### src/rtl/core/ctiu_pkg.sv
// ----------------------------------------------------------------------------
// ctiu_pkg
// Shared codes and constants of the timer, time-of-day and interrupt unit.
// ----------------------------------------------------------------------------
package ctiu_pkg;

    // command codes
    localparam logic [2:0] CMD_READ     = 3'd0;
    localparam logic [2:0] CMD_WRITE    = 3'd1;
    localparam logic [2:0] CMD_TIMER    = 3'd2;
    localparam logic [2:0] CMD_TOD      = 3'd3;
    localparam logic [2:0] CMD_FLAG     = 3'd4;

    // register map
    localparam logic [3:0] REG_PORT_A   = 4'd0;
    localparam logic [3:0] REG_PORT_B   = 4'd1;
    localparam logic [3:0] REG_DDR_A    = 4'd2;
    localparam logic [3:0] REG_DDR_B    = 4'd3;
    localparam logic [3:0] REG_TA_LO    = 4'd4;
    localparam logic [3:0] REG_TA_HI    = 4'd5;
    localparam logic [3:0] REG_TB_LO    = 4'd6;
    localparam logic [3:0] REG_TB_HI    = 4'd7;
    localparam logic [3:0] REG_TOD_LO   = 4'd8;
    localparam logic [3:0] REG_TOD_MID  = 4'd9;
    localparam logic [3:0] REG_TOD_HI   = 4'd10;
    localparam logic [3:0] REG_SERIAL   = 4'd12;
    localparam logic [3:0] REG_ICR      = 4'd13;
    localparam logic [3:0] REG_CRA      = 4'd14;
    localparam logic [3:0] REG_CRB      = 4'd15;

    // control register fields
    localparam logic [7:0] TIMER_A_RUN_MASK  = 8'h21;
    localparam logic [7:0] TIMER_B_MODE_MASK = 8'h61;
    localparam logic [7:0] TIMER_B_CASCADE   = 8'h41;
    localparam logic [7:0] TIMER_RUN_CODE    = 8'h01;
    localparam logic [7:0] FORCE_LOAD_BIT    = 8'h10;
    localparam int         CTRL_START        = 0;
    localparam int         CTRL_ONESHOT      = 3;
    localparam int         CTRL_ALARM        = 7;
    localparam int         MASK_SET          = 7;

    // interrupt source bits
    localparam int         SRC_TIMER_A       = 0;
    localparam int         SRC_TIMER_B       = 1;
    localparam int         SRC_ALARM         = 2;
    localparam int         SRC_FLAG          = 4;

    // reset values
    localparam logic [15:0] WORD_RESET       = 16'hFFFF;
    localparam logic [7:0]  CTRL_RESET       = 8'h04;
    localparam logic [7:0]  PORT_A_RESET     = 8'h8C;
    localparam logic [7:0]  PORT_A_READ_OR   = 8'h03;

endpackage

### src/rtl/core/cia_timer_tod_interrupt_unit_top.sv
// ----------------------------------------------------------------------------
// cia_timer_tod_interrupt_unit_top
// Bus registers, two interval timers, time-of-day clock and interrupt control.
// ----------------------------------------------------------------------------
// an accepted word is registered into the result register, or into the skid when the result register is held
// throughput: one word per cycle while in_stall is low; state updates in one pass at the accept edge
// a two-entry output stage (result register plus skid) parts the channels,
// in_stall rises only when both entries hold words
// reset: asynchronous for state and valid registers; output data and irq registers have no reset
module cia_timer_tod_interrupt_unit_top
    import ctiu_pkg::*;
(
    input  logic       clk,
    input  logic       rst_n,
    input  logic       in_valid,
    output logic       in_stall,
    input  logic [2:0] command,
    input  logic [3:0] reg_addr,
    input  logic [7:0] write_data,
    output logic       out_valid,
    input  logic       out_stall,
    output logic [7:0] read_data,
    output logic       irq
);

    logic [15:0] cnt_a_reg, cnt_a_next, cnt_b_reg, cnt_b_next;
    logic [15:0] reload_a_reg, reload_a_next, reload_b_reg, reload_b_next;
    logic [7:0]  ctrl_a_reg, ctrl_a_next, ctrl_b_reg, ctrl_b_next;
    logic [23:0] day_reg, day_next, alarm_reg, alarm_next, snap_reg, snap_next;
    logic        snap_held_reg, snap_held_next, running_reg, running_next;
    logic [4:0]  pending_reg, pending_next;
    logic [6:0]  mask_reg, mask_next;
    logic [7:0]  port_a_reg, port_a_next, port_b_reg, port_b_next;
    logic [7:0]  ddr_a_reg, ddr_a_next, ddr_b_reg, ddr_b_next;
    logic [7:0]  serial_reg, serial_next;

    logic        out_valid_reg, skid_valid_reg;
    logic [7:0]  out_data_reg, skid_data_reg;
    logic        out_irq_reg, skid_irq_reg;

    logic        accept, out_fire;
    logic        run_a, run_b, casc_b, step_b, under_a, under_b;
    logic        irq_cur, irq_new;
    logic [7:0]  rd_new;
    logic [15:0] cnt_a_dec, cnt_b_dec;
    logic [23:0] tod_view, day_inc;

    assign accept   = in_valid && !skid_valid_reg;
    assign out_fire = out_valid_reg && !out_stall;
    assign in_stall = skid_valid_reg;

    assign run_a   = (ctrl_a_reg & TIMER_A_RUN_MASK) == TIMER_RUN_CODE;
    assign run_b   = (ctrl_b_reg & TIMER_B_MODE_MASK) == TIMER_RUN_CODE;
    assign casc_b  = (ctrl_b_reg & TIMER_B_MODE_MASK) == TIMER_B_CASCADE;
    assign under_a = run_a && (cnt_a_reg == 16'd0);
    assign step_b  = run_b || (casc_b && under_a);
    assign under_b = step_b && (cnt_b_reg == 16'd0);
    assign cnt_a_dec = cnt_a_reg - 16'd1;
    assign cnt_b_dec = cnt_b_reg - 16'd1;

    assign tod_view = snap_held_reg ? snap_reg : day_reg;
    assign day_inc  = running_reg ? (day_reg + 24'd1) : day_reg;
    assign irq_cur  = |(pending_reg & mask_reg[4:0]);

    always_comb
    begin
        cnt_a_next     = cnt_a_reg;
        cnt_b_next     = cnt_b_reg;
        reload_a_next  = reload_a_reg;
        reload_b_next  = reload_b_reg;
        ctrl_a_next    = ctrl_a_reg;
        ctrl_b_next    = ctrl_b_reg;
        day_next       = day_reg;
        alarm_next     = alarm_reg;
        snap_next      = snap_reg;
        snap_held_next = snap_held_reg;
        running_next   = running_reg;
        pending_next   = pending_reg;
        mask_next      = mask_reg;
        port_a_next    = port_a_reg;
        port_b_next    = port_b_reg;
        ddr_a_next     = ddr_a_reg;
        ddr_b_next     = ddr_b_reg;
        serial_next    = serial_reg;
        rd_new         = 8'd0;

        if (accept)
        begin
            case (command)
                CMD_READ:
                begin
                    unique case (reg_addr)
                        REG_PORT_A:  rd_new = port_a_reg | PORT_A_READ_OR;
                        REG_PORT_B:  rd_new = port_b_reg;
                        REG_DDR_A:   rd_new = ddr_a_reg;
                        REG_DDR_B:   rd_new = ddr_b_reg;
                        REG_TA_LO:   rd_new = cnt_a_reg[7:0];
                        REG_TA_HI:   rd_new = cnt_a_reg[15:8];
                        REG_TB_LO:   rd_new = cnt_b_reg[7:0];
                        REG_TB_HI:   rd_new = cnt_b_reg[15:8];
                        REG_TOD_LO:
                        begin
                            rd_new         = tod_view[7:0];
                            snap_held_next = 1'b0;
                        end
                        REG_TOD_MID: rd_new = tod_view[15:8];
                        REG_TOD_HI:
                        begin
                            // snapshot the clock for the following mid/low reads
                            rd_new         = day_reg[23:16];
                            snap_next      = day_reg;
                            snap_held_next = 1'b1;
                        end
                        REG_SERIAL:  rd_new = serial_reg;
                        REG_ICR:
                        begin
                            rd_new       = {irq_cur, 2'b00, pending_reg};
                            pending_next = 5'd0;
                        end
                        REG_CRA:     rd_new = ctrl_a_reg;
                        REG_CRB:     rd_new = ctrl_b_reg;
                        default:     rd_new = 8'd0;
                    endcase
                end
                CMD_WRITE:
                begin
                    unique case (reg_addr)
                        REG_PORT_A:  port_a_next = write_data;
                        REG_PORT_B:  port_b_next = write_data;
                        REG_DDR_A:   ddr_a_next  = write_data;
                        REG_DDR_B:   ddr_b_next  = write_data;
                        REG_TA_LO:   reload_a_next = {reload_a_reg[15:8], write_data};
                        REG_TA_HI:
                        begin
                            reload_a_next = {write_data, reload_a_reg[7:0]};
                            if (!ctrl_a_reg[CTRL_START] || ctrl_a_reg[CTRL_ONESHOT])
                                cnt_a_next = {write_data, reload_a_reg[7:0]};
                            if (ctrl_a_reg[CTRL_ONESHOT])
                                ctrl_a_next[CTRL_START] = 1'b1;
                        end
                        REG_TB_LO:   reload_b_next = {reload_b_reg[15:8], write_data};
                        REG_TB_HI:
                        begin
                            reload_b_next = {write_data, reload_b_reg[7:0]};
                            if (!ctrl_b_reg[CTRL_START] || ctrl_b_reg[CTRL_ONESHOT])
                                cnt_b_next = {write_data, reload_b_reg[7:0]};
                            if (ctrl_b_reg[CTRL_ONESHOT])
                                ctrl_b_next[CTRL_START] = 1'b1;
                        end
                        REG_TOD_LO:
                        begin
                            if (ctrl_b_reg[CTRL_ALARM])
                                alarm_next[7:0] = write_data;
                            else
                            begin
                                day_next[7:0] = write_data;
                                running_next  = 1'b1;
                            end
                        end
                        REG_TOD_MID:
                        begin
                            if (ctrl_b_reg[CTRL_ALARM])
                                alarm_next[15:8] = write_data;
                            else
                            begin
                                day_next[15:8] = write_data;
                                running_next   = 1'b0;
                            end
                        end
                        REG_TOD_HI:
                        begin
                            if (ctrl_b_reg[CTRL_ALARM])
                                alarm_next[23:16] = write_data;
                            else
                            begin
                                day_next[23:16] = write_data;
                                running_next    = 1'b0;
                            end
                        end
                        REG_SERIAL:  serial_next = write_data;
                        REG_ICR:
                        begin
                            if (write_data[MASK_SET])
                                mask_next = mask_reg | write_data[6:0];
                            else
                                mask_next = mask_reg & ~write_data[6:0];
                        end
                        REG_CRA:
                        begin
                            ctrl_a_next = write_data & ~FORCE_LOAD_BIT;
                            if ((write_data & FORCE_LOAD_BIT) != 8'd0)
                                cnt_a_next = reload_a_reg;
                        end
                        REG_CRB:
                        begin
                            ctrl_b_next = write_data & ~FORCE_LOAD_BIT;
                            if ((write_data & FORCE_LOAD_BIT) != 8'd0)
                                cnt_b_next = reload_b_reg;
                        end
                        default:
                        begin
                        end
                    endcase
                end
                CMD_TIMER:
                begin
                    if (run_a)
                        cnt_a_next = cnt_a_dec;
                    if (step_b)
                        cnt_b_next = cnt_b_dec;
                    if (under_a)
                    begin
                        pending_next[SRC_TIMER_A] = 1'b1;
                        cnt_a_next = reload_a_reg;
                        if (ctrl_a_reg[CTRL_ONESHOT])
                            ctrl_a_next[CTRL_START] = 1'b0;
                    end
                    if (under_b)
                    begin
                        pending_next[SRC_TIMER_B] = 1'b1;
                        cnt_b_next = reload_b_reg;
                        if (ctrl_b_reg[CTRL_ONESHOT])
                            ctrl_b_next[CTRL_START] = 1'b0;
                    end
                end
                CMD_TOD:
                begin
                    // alarm compare runs even while the clock is stopped
                    day_next = day_inc;
                    if (day_inc == alarm_reg)
                        pending_next[SRC_ALARM] = 1'b1;
                end
                CMD_FLAG:    pending_next[SRC_FLAG] = 1'b1;
                default:
                begin
                end
            endcase
        end
    end

    assign irq_new = |(pending_next & mask_next[4:0]);

    always_ff @(posedge clk or negedge rst_n)
    begin
        if (!rst_n)
        begin
            cnt_a_reg     <= WORD_RESET;
            cnt_b_reg     <= WORD_RESET;
            reload_a_reg  <= WORD_RESET;
            reload_b_reg  <= WORD_RESET;
            ctrl_a_reg    <= CTRL_RESET;
            ctrl_b_reg    <= CTRL_RESET;
            day_reg       <= 24'd0;
            alarm_reg     <= 24'd0;
            snap_reg      <= 24'd0;
            snap_held_reg <= 1'b0;
            running_reg   <= 1'b0;
            pending_reg   <= 5'd0;
            mask_reg      <= 7'd0;
            port_a_reg    <= PORT_A_RESET;
            port_b_reg    <= 8'd0;
            ddr_a_reg     <= 8'd0;
            ddr_b_reg     <= 8'd0;
            serial_reg    <= 8'd0;
        end
        else
        begin
            cnt_a_reg     <= cnt_a_next;
            cnt_b_reg     <= cnt_b_next;
            reload_a_reg  <= reload_a_next;
            reload_b_reg  <= reload_b_next;
            ctrl_a_reg    <= ctrl_a_next;
            ctrl_b_reg    <= ctrl_b_next;
            day_reg       <= day_next;
            alarm_reg     <= alarm_next;
            snap_reg      <= snap_next;
            snap_held_reg <= snap_held_next;
            running_reg   <= running_next;
            pending_reg   <= pending_next;
            mask_reg      <= mask_next;
            port_a_reg    <= port_a_next;
            port_b_reg    <= port_b_next;
            ddr_a_reg     <= ddr_a_next;
            ddr_b_reg     <= ddr_b_next;
            serial_reg    <= serial_next;
        end
    end

    // output word plus skid word
    always_ff @(posedge clk or negedge rst_n)
    begin
        if (!rst_n)
        begin
            out_valid_reg  <= 1'b0;
            skid_valid_reg <= 1'b0;
        end
        else if (skid_valid_reg)
        begin
            if (out_fire)
            begin
                skid_valid_reg <= 1'b0;
            end
        end
        else if (accept)
        begin
            if (!out_valid_reg || out_fire)
                out_valid_reg <= 1'b1;
            else
                skid_valid_reg <= 1'b1;
        end
        else if (out_fire)
        begin
            out_valid_reg <= 1'b0;
        end
    end

    always_ff @(posedge clk)
    begin
        if (skid_valid_reg)
        begin
            if (out_fire)
            begin
                out_data_reg <= skid_data_reg;
                out_irq_reg  <= skid_irq_reg;
            end
        end
        else if (accept)
        begin
            if (!out_valid_reg || out_fire)
            begin
                out_data_reg <= rd_new;
                out_irq_reg  <= irq_new;
            end
            else
            begin
                skid_data_reg <= rd_new;
                skid_irq_reg  <= irq_new;
            end
        end
    end

    assign out_valid = out_valid_reg;
    assign read_data = out_data_reg;
    assign irq       = out_irq_reg;

endmodule

### config.mk
export PLATFORM = sky130hd
export DESIGN_NAME = cia_timer_tod_interrupt_unit_top
export DESIGN_NICKNAME = d
export VERILOG_FILES = /design/src/rtl/core/ctiu_pkg.sv /design/src/rtl/core/cia_timer_tod_interrupt_unit_top.sv
export SDC_FILE = /design/constraint.sdc
export NUM_CORES = 1
export LEC_CHECK = 0
export BUFFER_PORTS_ARGS = -buffer_cell sky130_fd_sc_hd__buf_2
export CELL_PAD_IN_SITES_DETAIL_PLACEMENT = 1
export CELL_PAD_IN_SITES_GLOBAL_PLACEMENT = 2
export CORE_ASPECT_RATIO = 1.25
export CORE_MARGIN = 2
export CORE_UTILIZATION = 42
export CTS_CLUSTER_DIAMETER = 50
export DETAILED_ROUTE_END_ITERATION = 7
export PLACE_DENSITY_LB_ADDON = 0.1
export SETUP_SLACK_MARGIN = 0.15
export SYNTH_ARGS = -nofsm -noshare
export SYNTH_HDL_FRONTEND = slang
export SYNTH_SLANG_ARGS = --single-unit
### constraint.sdc
create_clock -name clk -period 3 [get_ports clk]
set_input_delay 0.15 -clock clk [delete_from_list [all_inputs] [get_ports clk]]
set_output_delay 0.15 -clock clk [all_outputs]
set_load 0.01 [all_outputs]
==> summary.md <==
Dividing the detail-routed via count by the number of cells gives 6.11. In the post-synthesis netlist, the biggest area contributors are sky130_fd_sc_hd__dfrtp_1 26%, sky130_fd_sc_hd__dfstp_2 15%, sky130_fd_sc_hd__mux2_2 13%, sky130_fd_sc_hd__edfxtp_1 4.6%, sky130_fd_sc_hd__nand2_1 3.2%. The run finished with clean final reports. The share of layout cells above drive strength 1 came out at 32.2%. Prior to clock tree synthesis, the placed netlist has a worst setup slack of 0.0653 ns. Detailed placement finished with a half-perimeter wire length of 31.6 mm.

The initialized floorplan defines 68 standard-cell rows. Synthesis produced a netlist with a net count of 1193. Post-CTS timing repair inserted 0 buffers for setup. TritonCTS built the clock tree. Counting stages on the worst path, the most repeated cell is sky130_fd_sc_hd__nand4_1.

The starting density of the core was 42.8%. The run gives 46.3% as the sequential fraction of the synthesis area. The count of flip-flops with a built-in enable after synthesis is 18.

The first global-routing pass estimated 66.4 mm of wire. The library cell used as clock root buffer was sky130_fd_sc_hd__clkbuf_16. The run gives 0 as the warning count from the yosys run. Setup repair after global routing could not meet its margin everywhere. The power after layout came out at 11.4 mW.

From synthesis to final layout, the design area changed by 17.7%. Final max-slew violation count: 0. The worst path meets setup with 0.266 ns of slack. The floorplan step set the die height to 192 um. Dividing the detail-routed wire length by the instance count gives 26.9 um. The tools report the relative max-transition margin as 12.7%. The class of the tightest hold or removal check is in2reg. Power spread over the standard cell area amounts to 817 nW/um^2. Summed over all instances, the cell type with the most area after synthesis is sky130_fd_sc_hd__dfrtp_1. The tool flagged a number of max-cap violations equal to 0. IR analysis of the VDD net gives a maximum drop of 0.448 mV.

For this run, the slowest stage of the critical path takes 0.45 ns. The via count of the first global-routing pass came out at 10400. Routability-driven placement finished with a final weighted congestion of 0.960.

Adding up every negative setup slack in the final design gives 0 ns. The hold violation count in the final report is 0. Fill cells in the final layout number 3048. The synthesized area was 11800 sq um; the number of distinct library cells after synthesis was 83. The maximum fanout along the worst path is 9. The transition at the pin with the smallest max-transition slack is 1.30 ns.

The required time reported for the critical path endpoint was 3.39 ns. Among all flip-flop cells after synthesis, the most frequent one is sky130_fd_sc_hd__dfrtp_1. The post-detailed-routing wire length was 43.4 mm; the number of standard cells in the layout, taps in and fillers out was 1614. The net count of the finished layout is 1263.

The post-route minimum period is 2.73 ns. The total area inside the core boundary comes to 27700 sq um. The die covers 29600 sq um. The worst setup path is launched from a flip-flop. Kind of critical path: reg2reg.

The tools report the global-route usage over all layers as 29.9%. The number of primary I/O pins was 30; the post-synthesis instance total was 1170. Entering global routing, the biggest net connects 69 pins.

Detailed router's first-iteration violation count: 710. The logs give 1 for the initial antenna violation count and 1 for the CTS H-tree depth. The x dimension of the die came out at 154 um. The leading cell type in the layout, fill and taps excluded is sky130_fd_sc_hd__mux2_2.

Setup violations remaining at the end of the flow were counted as 0. The setup check on the worst reg-to-reg path leaves a slack of 0.27 ns. The run gives 0 as the count of nets left with antenna violations after detail routing. The signal on the critical path passes through ha_1, nand4_1, nor3_1, xnor2_1, nand2_1, nor4_1, nand4_1, o31ai_2. The worst setup skew after layout is 0.0176 ns, and the aggregate global routing overflow is 0. For the leakage power of the design, the log shows 5.90 nW.

On the critical path, the stage with the largest delay is an instance of sky130_fd_sc_hd__dfrtp_2. The number of buffers on the longest clock path was 3. Dividing the synthesized area by the synthesized cell count gives 10.1 sq um. The post-synthesis async set-or-reset flop share was 91.5%; the number of buffers added by the clock tree synthesis step was 29. The clock latency reported for the late side of the worst-skew pair was 0.55 ns. For the number of sinks driven by the clock tree, the log shows 212. Buffers placed on the I/O ports in this run total 29.

Clock-pin slew was measured on the worst setup and hold paths at 0.06 ns. The flop and latch count out of synthesis was 212; the fraction of the cycle the final worst path needs was 91.1%. Data on the critical path arrives at its endpoint at 3.12 ns. Summed over its instances, the top area cell type makes up 26.4% of the synthesized netlist area.

The run gives 1556 as the post-placement cell count. In the layout the commonest cells are 133 x sky130_fd_sc_hd__mux2_2, 123 x sky130_fd_sc_hd__dfrtp_1, 102 x sky130_fd_sc_hd__nand2_1, 98 x sky130_fd_sc_hd__nor2_1, 88 x sky130_fd_sc_hd__buf_4. The vias after detailed routing was 9868.

After detailed routing, the number of remaining DRC violations is 0. The first TritonRoute pass finished after 5 iterations. Based on the critical path, the design can be clocked at up to 366 MHz.

STA classifies the critical path endpoint as a flip-flop.
-- layer usage --
layer  up-vias  global-route usage [%]  wire length, um
li1       4469                       -                -
met1      5106                    38.1            18800
met2       219                    52.4            21600
met3        74                    3.72             1620
met4         0                    10.9             1500
met5         -                       0                0
-- layout make-up --
class | instances | area (sq um) | share of cell area, %
multi-input cells | 857 | 6020 | 43.2
flip-flops and latches | 212 | 5480 | 39.3
diodes | 1 | 2.50 | 0.0180
clock inverters | 20 | 295 | 2.12
inverters | 18 | 67.6 | 0.485
repair buffers | 122 | 876 | 6.28
well taps | 350 | 438 | 3.14
clock buffers | 34 | 754 | 5.41
-- kinds of logic (layout without fill, tap and decap cells) --
kind of cell | after synthesis | count (layout) | share of synthesized area, %
AND/OR/NAND/NOR | 376 | 376 | 16.0
AO/OA/AOI/OAI | 282 | 282 | 16.3
flip-flops | 212 | 212 | 46.3
multiplexers | 151 | 151 | 14.2
buffers and inverters | 101 | 194 | 3.59
XOR/XNOR | 44 | 44 | 3.25
adder cells (fa/ha/maj) | 4 | 4 | 0.423
other | 0 | 1 | 0
-- what timing repair did --
item | 4_1_cts | 5_1_grt
hold buffers | 3 | 0
endpoints found under the hold margin | 29 | 0
endpoints found under the setup margin | 1 | 22
gates resized for setup | 1 | 18
-- synth_stat cells, types with 12 or more instances --
master,count
sky130_fd_sc_hd__mux2i_1,18
sky130_fd_sc_hd__mux2_2,133
sky130_fd_sc_hd__xnor2_1,27
sky130_fd_sc_hd__xor2_1,17
sky130_fd_sc_hd__nor4_1,13
sky130_fd_sc_hd__a31oi_1,21
sky130_fd_sc_hd__nor2_1,98
sky130_fd_sc_hd__and3_1,12
sky130_fd_sc_hd__o21ai_0,56
sky130_fd_sc_hd__o22a_1,19
sky130_fd_sc_hd__nand2_1,102
sky130_fd_sc_hd__inv_1,18
sky130_fd_sc_hd__dfrtp_1,125
sky130_fd_sc_hd__nor3_1,30
sky130_fd_sc_hd__a22oi_1,18
sky130_fd_sc_hd__dfstp_2,69
sky130_fd_sc_hd__nand3_1,27
sky130_fd_sc_hd__edfxtp_1,18
sky130_fd_sc_hd__clkbuf_1,58
sky130_fd_sc_hd__nor2b_1,12
sky130_fd_sc_hd__buf_2,13
sky130_fd_sc_hd__nand4_1,19
sky130_fd_sc_hd__a21oi_1,59
-- stage by stage --
stage | util (%) | hold WS, ns | area, sq um
global route | 50.4 | 0.0239 | 13900
CTS | 50.1 | 0.00155 | 13900
floorplan | - | -0.146 | 11800
finish | 50.4 | 0.0143 | 13900
global placement | 46.2 | 0.193 | 12800
detailed placement | 46.2 | 0.198 | 12800
-- where the power goes --
part	total (mW)	switching [mW]	leakage [nW]	internal (mW)
Clock	3.79	1.38	0.510	2.41
Combinational	3.12	1.76	2.84	1.36
Sequential	4.48	0.819	2.55	3.67
Total	11.4	3.96	5.90	7.43
-- path summary, 6_finish.rpt --
check | startpoint | to | depth (start not counted)
worst max register to register | day_reg[0] | irq | 8
max in group asynchronous | rst_n | day_reg[0] | 3
min in group asynchronous | rst_n | port_b_reg[7] | 2
worst min register to register | reload_b_reg[5] | reload_b_reg[5] | 2
worst min-delay path | write_data[0] | mask_reg[0] | 3
worst max-delay path | day_reg[0] | irq | 8
-- critical path, delay by kind of cell (launching register included) --
kind                       cells  cell delay [ns]
and+or+nand+nor                5             1.44
xor gates and xnor gates       1             0.18
DFF                            1             0.45
adders and majority gates      1             0.21
AOI/OAI and AO/OA              1             0.30
Note: power is estimated with default switching activity, not from simulation.
